<file path="src/rtl/tts_pkg.sv">
// Shared types, constants and controller/datapath command structs for the timer table.
package tts_pkg;

	// Field widths of the input and result words.
	localparam int W_ACTION = 3;
	localparam int W_TIME   = 32;
	localparam int W_SLOT   = 4;
	localparam int W_STATUS = 2;

	// Default table depth.
	localparam int NUM_SLOTS_DEF = 16;

	// Action codes carried by an input word.
	localparam logic [W_ACTION-1:0] ACT_PROCESS    = 3'd0;
	localparam logic [W_ACTION-1:0] ACT_CREATE     = 3'd1;
	localparam logic [W_ACTION-1:0] ACT_KILL       = 3'd2;
	localparam logic [W_ACTION-1:0] ACT_KILL_LATER = 3'd3;
	localparam logic [W_ACTION-1:0] ACT_RESTART    = 3'd4;

	// Result status codes.
	localparam logic [W_STATUS-1:0] RS_OK    = 2'd0;
	localparam logic [W_STATUS-1:0] RS_ERR   = 2'd1;
	localparam logic [W_STATUS-1:0] RS_EVENT = 2'd2;

	// Controller states.
	typedef enum logic [2:0] {
		S_IDLE,
		S_DECODE,
		S_SINGLE,
		S_CREATE,
		S_SCAN,
		S_FIN
	} ctl_state_t;

	// Commands from the controller to the datapath.
	typedef struct packed {
		logic                ready;       // take an input word
		logic                adv;         // step the slot index, wrapping to zero
		logic                emit;        // load the result register
		logic [W_STATUS-1:0] emit_status;
		logic                emit_idx;    // result slot is the scan index, else zero
		logic                emit_last;
		logic                cr_write;    // create a timer at the scan index
		logic                kill;        // free the addressed slot
		logic                kill_later;  // clear the periodic flag of the addressed slot
		logic                rs_write;    // restart the addressed slot
		logic                sc_restart;  // restart the scanned slot
		logic                sc_free;     // free the scanned slot
	} ctl_cmd_t;

	// Status from the datapath to the controller.
	typedef struct packed {
		logic                req_valid;
		logic [W_ACTION-1:0] action;
		logic                in_use;       // addressed slot exists and is active
		logic                cur_active;   // scanned slot is active
		logic                cur_expired;
		logic                cur_notify;
		logic                cur_periodic;
		logic                last_idx;     // scan index is at the top slot
		logic                out_free;     // result register can take a word
	} dp_status_t;

endpackage

</file>
<file path="src/rtl/tts_in_if.sv">
// Handshake channel that carries timer request words.
interface tts_in_if;
	logic                          valid;
	logic                          ready;
	logic [tts_pkg::W_ACTION-1:0]  action;
	logic [tts_pkg::W_TIME-1:0]    now_ms;
	logic [tts_pkg::W_SLOT-1:0]    slot;
	logic [tts_pkg::W_TIME-1:0]    timeout_ms;
	logic                          periodic;
	logic                          notify;

	modport source (
		output valid, action, now_ms, slot, timeout_ms, periodic, notify,
		input  ready
	);
	modport sink (
		input  valid, action, now_ms, slot, timeout_ms, periodic, notify,
		output ready
	);
endinterface

</file>
<file path="src/rtl/tts_out_if.sv">
// Handshake channel that carries timer result words.
interface tts_out_if;
	logic                          valid;
	logic                          ready;
	logic [tts_pkg::W_STATUS-1:0]  status;
	logic [tts_pkg::W_SLOT-1:0]    slot_out;
	logic                          last;

	modport source (
		output valid, status, slot_out, last,
		input  ready
	);
	modport sink (
		input  valid, status, slot_out, last,
		output ready
	);
endinterface

</file>
<file path="src/rtl/tts_dpath.sv">
// Timer table datapath: slot flags, start and timeout memories, scan index and result register.
module tts_dpath #(
	parameter int NUM_SLOTS = tts_pkg::NUM_SLOTS_DEF
) (
	input  logic                 clk,
	input  logic                 arst_n,
	tts_in_if.sink               req,
	tts_out_if.source            rsp,
	input  tts_pkg::ctl_cmd_t    cmd,
	output tts_pkg::dp_status_t  sts
);

	localparam int IW = (NUM_SLOTS > 1) ? $clog2(NUM_SLOTS) : 1;

	// Latched request word.
	logic [tts_pkg::W_ACTION-1:0] act_q;
	logic [tts_pkg::W_TIME-1:0]   now_q;
	logic [tts_pkg::W_SLOT-1:0]   slot_q;
	logic [tts_pkg::W_TIME-1:0]   tmo_q;
	logic                         per_q;
	logic                         ntf_q;

	// Slot flags, cleared by reset.
	logic [NUM_SLOTS-1:0] active_q;
	logic [NUM_SLOTS-1:0] periodic_q;
	logic [NUM_SLOTS-1:0] notify_q;

	// Start time and timeout memories.
	logic [tts_pkg::W_TIME-1:0] start_mem [NUM_SLOTS];
	logic [tts_pkg::W_TIME-1:0] tmo_mem   [NUM_SLOTS];
	logic [tts_pkg::W_TIME-1:0] start_rd_q;
	logic [tts_pkg::W_TIME-1:0] tmo_rd_q;

	// Scan index and result register.
	logic [IW-1:0]                idx_q;
	logic [IW-1:0]                idx_d;
	logic                         out_valid_q;
	logic [tts_pkg::W_STATUS-1:0] out_status_q;
	logic [tts_pkg::W_SLOT-1:0]   out_slot_q;
	logic                         out_last_q;

	logic                         accept;
	logic [IW-1:0]                slot_idx;
	logic                         slot_in_range;
	logic [tts_pkg::W_TIME-1:0]   elapsed;
	logic                         last_idx;
	logic                         wr_start;
	logic [IW-1:0]                wr_start_addr;

	assign accept        = cmd.ready && req.valid;
	assign req.ready     = cmd.ready;
	assign slot_idx      = IW'(slot_q);
	assign slot_in_range = 32'(slot_q) < NUM_SLOTS;
	assign last_idx      = idx_q == IW'(NUM_SLOTS - 1);
	assign elapsed       = now_q - start_rd_q;

	// Capture the request word on acceptance.
	always_ff @(posedge clk) begin
		if (accept) begin
			act_q  <= req.action;
			now_q  <= req.now_ms;
			slot_q <= req.slot;
			tmo_q  <= req.timeout_ms;
			per_q  <= req.periodic;
			ntf_q  <= req.notify;
		end
	end

	// Next scan index; it also addresses the memory reads, so the registered read data match the scan index.
	always_comb begin
		idx_d = idx_q;
		if (accept) begin
			idx_d = '0;
		end else if (cmd.adv) begin
			idx_d = last_idx ? '0 : idx_q + IW'(1);
		end
	end

	always_ff @(posedge clk or negedge arst_n) begin
		if (!arst_n) begin
			idx_q <= '0;
		end else begin
			idx_q <= idx_d;
		end
	end

	// Flag updates.
	always_ff @(posedge clk or negedge arst_n) begin
		if (!arst_n) begin
			active_q   <= '0;
			periodic_q <= '0;
			notify_q   <= '0;
		end else begin
			if (cmd.cr_write) begin
				active_q[idx_q]   <= 1'b1;
				periodic_q[idx_q] <= per_q;
				notify_q[idx_q]   <= ntf_q;
			end
			if (cmd.sc_free) begin
				active_q[idx_q] <= 1'b0;
			end
			if (cmd.kill) begin
				active_q[slot_idx] <= 1'b0;
			end
			if (cmd.kill_later) begin
				periodic_q[slot_idx] <= 1'b0;
			end
		end
	end

	// Start memory write port is shared by create, restart and scan restart.
	assign wr_start      = cmd.cr_write || cmd.sc_restart || cmd.rs_write;
	assign wr_start_addr = cmd.rs_write ? slot_idx : idx_q;

	always_ff @(posedge clk) begin
		if (wr_start) begin
			start_mem[wr_start_addr] <= now_q;
		end
		start_rd_q <= start_mem[idx_d];
	end

	always_ff @(posedge clk) begin
		if (cmd.cr_write) begin
			tmo_mem[idx_q] <= tmo_q;
		end
		tmo_rd_q <= tmo_mem[idx_d];
	end

	// Result register.
	always_ff @(posedge clk or negedge arst_n) begin
		if (!arst_n) begin
			out_valid_q <= 1'b0;
		end else if (cmd.emit) begin
			out_valid_q <= 1'b1;
		end else if (rsp.ready) begin
			out_valid_q <= 1'b0;
		end
	end

	always_ff @(posedge clk) begin
		if (cmd.emit) begin
			out_status_q <= cmd.emit_status;
			out_slot_q   <= cmd.emit_idx ? tts_pkg::W_SLOT'(idx_q) : '0;
			out_last_q   <= cmd.emit_last;
		end
	end

	assign rsp.valid    = out_valid_q;
	assign rsp.status   = out_status_q;
	assign rsp.slot_out = out_slot_q;
	assign rsp.last     = out_last_q;

	// Status toward the controller.
	always_comb begin
		sts              = '0;
		sts.req_valid    = req.valid;
		sts.action       = act_q;
		sts.in_use       = slot_in_range && active_q[slot_idx];
		sts.cur_active   = active_q[idx_q];
		sts.cur_expired  = elapsed >= tmo_rd_q;
		sts.cur_notify   = notify_q[idx_q];
		sts.cur_periodic = periodic_q[idx_q];
		sts.last_idx     = last_idx;
		sts.out_free     = !out_valid_q || rsp.ready;
	end

	// A freshly created timer is active on the next cycle.
	a_create_sets_active: assert property (@(posedge clk) disable iff (!arst_n)
		cmd.cr_write |=> active_q[$past(idx_q)])
		else $error("created slot is not active");

	// A scan free never coincides with a scan restart.
	a_free_xor_restart: assert property (@(posedge clk) disable iff (!arst_n)
		cmd.sc_free |-> !cmd.sc_restart)
		else $error("scanned slot both freed and restarted");

endmodule

</file>
<file path="src/rtl/tts_ctrl.sv">
// Timer table controller: sequences single commands, create search and the expiry scan.
module tts_ctrl (
	input  logic                 clk,
	input  logic                 arst_n,
	input  tts_pkg::dp_status_t  sts,
	output tts_pkg::ctl_cmd_t    cmd
);

	tts_pkg::ctl_state_t state_q;
	tts_pkg::ctl_state_t state_d;

	// State register.
	always_ff @(posedge clk or negedge arst_n) begin
		if (!arst_n) begin
			state_q <= tts_pkg::S_IDLE;
		end else begin
			state_q <= state_d;
		end
	end

	// Next state and commands.
	always_comb begin
		state_d = state_q;
		cmd     = '0;
		case (state_q)
			tts_pkg::S_IDLE: begin
				cmd.ready = 1'b1;
				if (sts.req_valid) begin
					state_d = tts_pkg::S_DECODE;
				end
			end
			tts_pkg::S_DECODE: begin
				case (sts.action)
					tts_pkg::ACT_PROCESS: state_d = tts_pkg::S_SCAN;
					tts_pkg::ACT_CREATE:  state_d = tts_pkg::S_CREATE;
					default:              state_d = tts_pkg::S_SINGLE;
				endcase
			end
			tts_pkg::S_SINGLE: begin
				if (sts.out_free) begin
					cmd.emit        = 1'b1;
					cmd.emit_last   = 1'b1;
					cmd.emit_status = tts_pkg::RS_ERR;
					if (sts.in_use) begin
						case (sts.action)
							tts_pkg::ACT_KILL: begin
								cmd.kill        = 1'b1;
								cmd.emit_status = tts_pkg::RS_OK;
							end
							tts_pkg::ACT_KILL_LATER: begin
								cmd.kill_later  = 1'b1;
								cmd.emit_status = tts_pkg::RS_OK;
							end
							tts_pkg::ACT_RESTART: begin
								cmd.rs_write    = 1'b1;
								cmd.emit_status = tts_pkg::RS_OK;
							end
							default: begin
								cmd.emit_status = tts_pkg::RS_ERR;
							end
						endcase
					end
					state_d = tts_pkg::S_IDLE;
				end
			end
			tts_pkg::S_CREATE: begin
				// Walk the slots upward until a free one turns up, or report an error at the top slot.
				if (!sts.cur_active) begin
					if (sts.out_free) begin
						cmd.cr_write    = 1'b1;
						cmd.emit        = 1'b1;
						cmd.emit_status = tts_pkg::RS_OK;
						cmd.emit_idx    = 1'b1;
						cmd.emit_last   = 1'b1;
						state_d         = tts_pkg::S_IDLE;
					end
				end else if (sts.last_idx) begin
					if (sts.out_free) begin
						cmd.emit        = 1'b1;
						cmd.emit_status = tts_pkg::RS_ERR;
						cmd.emit_last   = 1'b1;
						state_d         = tts_pkg::S_IDLE;
					end
				end else begin
					cmd.adv = 1'b1;
				end
			end
			tts_pkg::S_SCAN: begin
				// One slot per cycle; an event waits for room in the result register.
				if (sts.cur_active && sts.cur_expired) begin
					if (!sts.cur_notify || sts.out_free) begin
						cmd.emit        = sts.cur_notify;
						cmd.emit_status = tts_pkg::RS_EVENT;
						cmd.emit_idx    = 1'b1;
						cmd.sc_restart  = sts.cur_periodic;
						cmd.sc_free     = !sts.cur_periodic;
						cmd.adv         = 1'b1;
						if (sts.last_idx) begin
							state_d = tts_pkg::S_FIN;
						end
					end
				end else begin
					cmd.adv = 1'b1;
					if (sts.last_idx) begin
						state_d = tts_pkg::S_FIN;
					end
				end
			end
			tts_pkg::S_FIN: begin
				if (sts.out_free) begin
					cmd.emit        = 1'b1;
					cmd.emit_status = tts_pkg::RS_OK;
					cmd.emit_last   = 1'b1;
					state_d         = tts_pkg::S_IDLE;
				end
			end
			default: begin
				state_d = tts_pkg::S_IDLE;
			end
		endcase
	end

	// A result word is only loaded when the result register has room.
	a_emit_room: assert property (@(posedge clk) disable iff (!arst_n)
		cmd.emit |-> sts.out_free)
		else $error("result word loaded into a full register");

	// An accepted word is always decoded on the next cycle.
	a_accept_decode: assert property (@(posedge clk) disable iff (!arst_n)
		(cmd.ready && sts.req_valid) |=> state_q == tts_pkg::S_DECODE)
		else $error("accepted word not decoded");

	// The closing word of a scan returns the controller to idle.
	a_fin_idle: assert property (@(posedge clk) disable iff (!arst_n)
		(state_q == tts_pkg::S_FIN && cmd.emit) |=> state_q == tts_pkg::S_IDLE)
		else $error("scan did not finish");

	// Every word marked last ends the work on the current request.
	a_last_idle: assert property (@(posedge clk) disable iff (!arst_n)
		(cmd.emit && cmd.emit_last) |=> state_q == tts_pkg::S_IDLE)
		else $error("last word emitted mid-request");

endmodule

</file>
<file path="src/rtl/timer_table_expiry_scan.sv">
// Each request passes through the decode state and then a single-command, create or scan state;
// create walks the slots one per cycle until it finds a free slot or reaches the top slot, and
// process scans every slot one per cycle, with its events ahead of its closing word. The next
// word is accepted once the controller is back in idle, as the last result word is loaded;
// a stalled result register delays both that result word and the next acceptance.
// Reset (arst_n, asynchronous, active low) frees every slot and empties the result register.
module timer_table_expiry_scan #(
	parameter int NUM_SLOTS = tts_pkg::NUM_SLOTS_DEF
) (
	input  logic       clk,
	input  logic       arst_n,
	tts_in_if.sink     req,
	tts_out_if.source  rsp
);

	tts_pkg::ctl_cmd_t   cmd;
	tts_pkg::dp_status_t sts;

	// Controller.
	tts_ctrl u_ctrl (
		.clk    (clk),
		.arst_n (arst_n),
		.sts    (sts),
		.cmd    (cmd)
	);

	// Datapath.
	tts_dpath #(
		.NUM_SLOTS (NUM_SLOTS)
	) u_dpath (
		.clk    (clk),
		.arst_n (arst_n),
		.req    (req),
		.rsp    (rsp),
		.cmd    (cmd),
		.sts    (sts)
	);

endmodule

</file>
<file path="src/flat_wrapper.sv">
// flat-port wrapper written by rule: the top's interface ports become plain ports
module timer_table_expiry_scan_flat 
#(
	parameter int NUM_SLOTS = tts_pkg::NUM_SLOTS_DEF
)
  (clk, arst_n, req_valid, req_action, req_now_ms, req_slot, req_timeout_ms, req_periodic, req_notify, req_ready, rsp_valid, rsp_status, rsp_slot_out, rsp_last, rsp_ready);
  tts_in_if req_i ();
  tts_out_if rsp_i ();
  input  logic clk;
  input  logic arst_n;
  input wire logic [$bits(req_i.valid)-1:0] req_valid;
  input wire logic [$bits(req_i.action)-1:0] req_action;
  input wire logic [$bits(req_i.now_ms)-1:0] req_now_ms;
  input wire logic [$bits(req_i.slot)-1:0] req_slot;
  input wire logic [$bits(req_i.timeout_ms)-1:0] req_timeout_ms;
  input wire logic [$bits(req_i.periodic)-1:0] req_periodic;
  input wire logic [$bits(req_i.notify)-1:0] req_notify;
  output wire logic [$bits(req_i.ready)-1:0] req_ready;
  output wire logic [$bits(rsp_i.valid)-1:0] rsp_valid;
  output wire logic [$bits(rsp_i.status)-1:0] rsp_status;
  output wire logic [$bits(rsp_i.slot_out)-1:0] rsp_slot_out;
  output wire logic [$bits(rsp_i.last)-1:0] rsp_last;
  input wire logic [$bits(rsp_i.ready)-1:0] rsp_ready;
  assign req_i.valid = req_valid;
  assign req_i.action = req_action;
  assign req_i.now_ms = req_now_ms;
  assign req_i.slot = req_slot;
  assign req_i.timeout_ms = req_timeout_ms;
  assign req_i.periodic = req_periodic;
  assign req_i.notify = req_notify;
  assign req_ready = req_i.ready;
  assign rsp_valid = rsp_i.valid;
  assign rsp_status = rsp_i.status;
  assign rsp_slot_out = rsp_i.slot_out;
  assign rsp_last = rsp_i.last;
  assign rsp_i.ready = rsp_ready;
  timer_table_expiry_scan #(.NUM_SLOTS(NUM_SLOTS)) u_core (.clk(clk), .arst_n(arst_n), .req(req_i), .rsp(rsp_i));
endmodule
</file>
<file path="config.mk">
export PLATFORM = sky130hd
export DESIGN_NAME = timer_table_expiry_scan_flat
export DESIGN_NICKNAME = d
export VERILOG_FILES = /design/src/rtl/tts_pkg.sv /design/src/rtl/tts_in_if.sv /design/src/rtl/tts_out_if.sv /design/src/rtl/tts_dpath.sv /design/src/rtl/tts_ctrl.sv /design/src/rtl/timer_table_expiry_scan.sv /design/src/flat_wrapper.sv
export SDC_FILE = /design/constraint.sdc
export NUM_CORES = 2
export LEC_CHECK = 0
export BUFFER_PORTS_ARGS = -buffer_cell sky130_fd_sc_hd__buf_2
export CAP_MARGIN = 20
export CORE_MARGIN = 5
export CORE_UTILIZATION = 55
export DETAILED_ROUTE_END_ITERATION = 10
export PLACE_DENSITY_LB_ADDON = 0.3
export SYNTH_ARGS = -nofsm -noshare
export SYNTH_HDL_FRONTEND = slang
export SYNTH_SLANG_ARGS = --single-unit
</file>
<file path="constraint.sdc">
create_clock -name clk -period 7.2 [get_ports clk]
set_input_delay 1.8 -clock clk [delete_from_list [all_inputs] [get_ports clk]]
set_output_delay 1.8 -clock clk [all_outputs]
set_load 0.03 [all_outputs]
</file>
==> flow_summary.json <==
{
  "drt_pass1_iterations": 7,
  "ios": 86,
  "hpwl_um": 68700,
  "drive_gt1_frac": 0.143,
  "cts_buffers": 118,
  "core_um2": 87000,
  "yosys_warnings": 0,
  "fin_worst_skew_ps": 40.5,
  "p_leak_nw": 18.6,
  "drv_slew": 0,
  "root_buffer": "clkbuf_16",
  "required_ps": 7800,
  "worstSkewPairLatency_ps": 720,
  "clk_path_buf_depth": 3,
  "grt_pass1_wl_um": 183000,
  "p_per_area_nw_per_um2": 388,
  "drc": 0,
  "cts_tree": "done",
  "rows": 108,
  "ir_worst_vdd_uv": 297,
  "async_flop_share": 0.0458,
  "dp_cells": 4309,
  "path_class": "reg -> reg",
  "maxSlewHeadroom": 0.244,
  "io_buffers": 85,
  "max_stage_delay_ps": 480,
  "nets": 3434,
  "synth_area_um2": 48400,
  "regToRegSetupSlack_ps": 350,
  "drtIter0Drc": 3421,
  "synth_nets": 3256,
  "crit_top_cell": "buf_4",
  "die_h_um": 307,
  "wl_per_cell_um": 27.6,
  "syn_avg_cell_area_um2": 15.6,
  "finalCriticalPeriod_ps": 6850,
  "place_area_um2": 51300,
  "place.gp.congestion": 0.889,
  "share_seq_of_total_power": 0.423,
  "critPathLaunchType": "flip-flop",
  "die-area_um2": 94100,
  "power_frac_clock": 0.292,
  "overflow": 0,
  "cp_slowest_cell": "or4b_1",
  "finalNonFillerCells": 4550,
  "grt_max_degree": 109,
  "arrival_ps": 7440,
  "worstMarginPinSlew_ps": 1130,
  "ys_types": 76,
  "h-tree-depth": 3,
  "final_antenna_net_count": 0,
  "synth-seq-cells": 1224,
  "ys_seq_area_frac": 0.740,
  "cts_hold_buffers": 0,
  "grt_usage": 0.257,
  "p_sw_w": 0.00703,
  "clk_pin_slew_ps": 60,
  "clock_sinks": 1224,
  "antenna_found_initial": 2,
  "p_int_w": 0.0145,
  "p_sw_frac": 0.326,
  "routed_wl_um": 125000,
  "die_w_um": 307,
  "ys.flop_type": "edfxtp_1",
  "final_cell_area_um2": 55500,
  "worst-path-max-fanout": 28,
  "finalCritPeriodShare": 0.951,
  "syn_inst": 3111,
  "worstHoldStart": "u_core.u_dpath.notify_q[14]",
  "end_kind": "flip-flop",
  "final-hold-violation-count": 0,
  "route.vias.total": 28972,
  "hold_depth": 1,
  "combPwrFrac": 0.285,
  "hold_path.class": "reg -> reg",
  "worst_r2r_path_depth": 29,
  "reg2reg_to": "u_core.u_dpath.tmo_rd_q[18]",
  "synth_edf_count": 1104,
  "setup_viol": 0,
  "r2r-start": "u_core.u_dpath.now_q[0]",
  "outcome": "completed",
  "vias_per_cell": 6.37,
  "grt_pass1_vias": 29034,
  "syn_to_final_growth_pct": 14.7,
  "initial_utilization": 0.556,
  "maxCapViolations": 0,
  "hold_path_end": "u_core.u_dpath.notify_q[14]",
  "timing.fmax_mhz": 146
}
## cell usage in the layout, fill, tap and decap left out, types with 14 or more instances in the layout
cell	n
a21o_1	16
a21oi_1	59
a221oi_1	16
a32oi_1	257
and2_1	14
and4_1	64
buf_12	44
buf_2	85
buf_4	72
clkbuf_1	31
clkbuf_16	121
clkinv_1	15
clkinv_2	23
dfrtp_1	56
dfxtp_1	64
edfxtp_1	1104
ha_1	67
inv_1	76
mux2_2	18
mux2i_1	279
mux4_2	18
nand2_1	549
nor2_1	66
nor2_4	26
o21ai_0	24
xnor2_1	18
## logic make-up after synthesis
group | share of synthesized area
flops | 0.740
simple gates | 0.0753
compound gates | 0.0713
mux | 0.0710
buf+inv | 0.0203
fa+ha+maj | 0.0177
xor+xnor | 0.00434
## cell type report
class	instances	area, um^2
Fill cell	6037	31500
Inverter	82	319
Multi-Input combinational cell	1655	11900
Clock buffer	161	3230
Antenna cell	1	2.50
Timing Repair Buffer	208	1990
Sequential cell	1224	35800
Clock inverter	64	796
Tap cell	1155	1450
## how the worst max path moves through the flow
| stage | start | end | slack, ps |
|---|---|---|---|
| 2_1_floorplan | u_core.u_dpath.now_q[0] | u_core.u_dpath.start_mem[11][0] | -150 |
| 5_1_grt | u_core.u_dpath.now_q[0] | u_core.u_dpath.tmo_rd_q[5] | -20 |
| 3_5_place_dp | u_core.u_dpath.now_q[0] | u_core.u_dpath.start_rd_q[18] | 180 |
| 6_report | u_core.u_dpath.now_q[0] | u_core.u_dpath.tmo_rd_q[18] | 350 |
| 4_1_cts | u_core.u_dpath.now_q[0] | u_core.u_dpath.start_rd_q[18] | 130 |
| 3_3_place_gp | u_core.u_dpath.now_q[0] | u_core.u_dpath.start_rd_q[0] | 250 |
## repair_timing
| item | CTS | global route |
|---|---|---|
| endpoints found under the setup margin | 0 | 344 |
| endpoints found under the hold margin | 0 | 0 |
| resized for setup | 0 | 21 |
| setup buffers | 0 | 10 |
## per-stage QoR
stage          worst slack (ps)  utilization  setup TNS [ps]  hold slack [ps]  power [W]
2_1_floorplan              -153            -          -19090              475     0.0129
3_3_place_gp                255        0.589               0              484     0.0148
3_5_place_dp                179        0.589               0              495     0.0151
4_1_cts                     130        0.636               0              509     0.0213
5_1_grt                   -23.2        0.638           -75.3              522     0.0224
6_report                    352        0.638               0              501     0.0215
## power by group through the flow
stage	Clock (W)	Sequential, W	Combinational (W)
4_1_cts	0.00637	0.00910	0.00587
2_1_floorplan	0	0.00901	0.00386
6_report	0.00630	0.00911	0.00615
3_3_place_gp	0	0.00922	0.00562
5_1_grt	0.00667	0.00915	0.00660
3_5_place_dp	0	0.00923	0.00582
## layer usage
layer	vias to the layer above	part of all wire	routed length [um]	global-route usage
met5	-	0	0	0
met4	0	0.038	4740	0.0938
met3	275	0.089	11200	0.0409
met2	1564	0.48	60500	0.425
met1	14694	0.39	49000	0.352
li1	12439	-	-	-
## cells in the mapped netlist (all sizes together), types with 7 or more instances
library cell  instances  area share
nor2                 93      0.0075
o21ai                27      0.0028
mux2                 19      0.0045
mux2i               281       0.058
inv                  80      0.0062
nor4                  9      0.0022
nand2b                8      0.0010
nand3                10      0.0010
a221oi               16      0.0029
buf                  45      0.0057
dfrtp                56       0.029
ha                   67       0.017
mux4                 18      0.0084
nand2               549       0.043
a21oi                60      0.0063
nor3                 17      0.0018
dfxtp                64       0.026
o31ai                 7      0.0011
edfxtp             1104        0.68
a211oi                9      0.0016
nand4                10      0.0013
nor2b                11      0.0014
clkbuf              106      0.0082
and2                 15      0.0019
xnor2                18      0.0033
and4                 66       0.012
a32oi               257       0.046
o21a                 12      0.0019
a21o                 16      0.0025
## flip-flops by register name, indices dropped and copies added, names as in the netlist
signal and count:
u_core.u_dpath.start_mem 512, u_core.u_dpath.tmo_mem 512, u_core.u_dpath.now_q 32, u_core.u_dpath.start_rd_q 32
u_core.u_dpath.tmo_q 32, u_core.u_dpath.tmo_rd_q 32, u_core.u_dpath.active_q 16, u_core.u_dpath.notify_q 16
u_core.u_dpath.periodic_q 16, u_core.u_dpath.idx_q 4, u_core.u_dpath.rsp.slot_out 4, u_core.u_dpath.slot_idx 4
u_core.u_ctrl.state_q 3, u_core.u_dpath.act_q 3, u_core.u_dpath.rsp.status 2, u_core.u_dpath.ntf_q 1
u_core.u_dpath.per_q 1, u_core.u_dpath.rsp.last 1, u_core.u_dpath.rsp.valid 1
## worst max-delay path, delay by kind of cell (launching register included)
family | cells | cell delay, ps
AOI/OAI and AO/OA | 15 | 3110
adders and majority gates | 3 | 890
buffers and inverters | 7 | 1120
DFF | 1 | 400
and+or+nand+nor | 4 | 1170
Power figures use the tool's default switching activity.
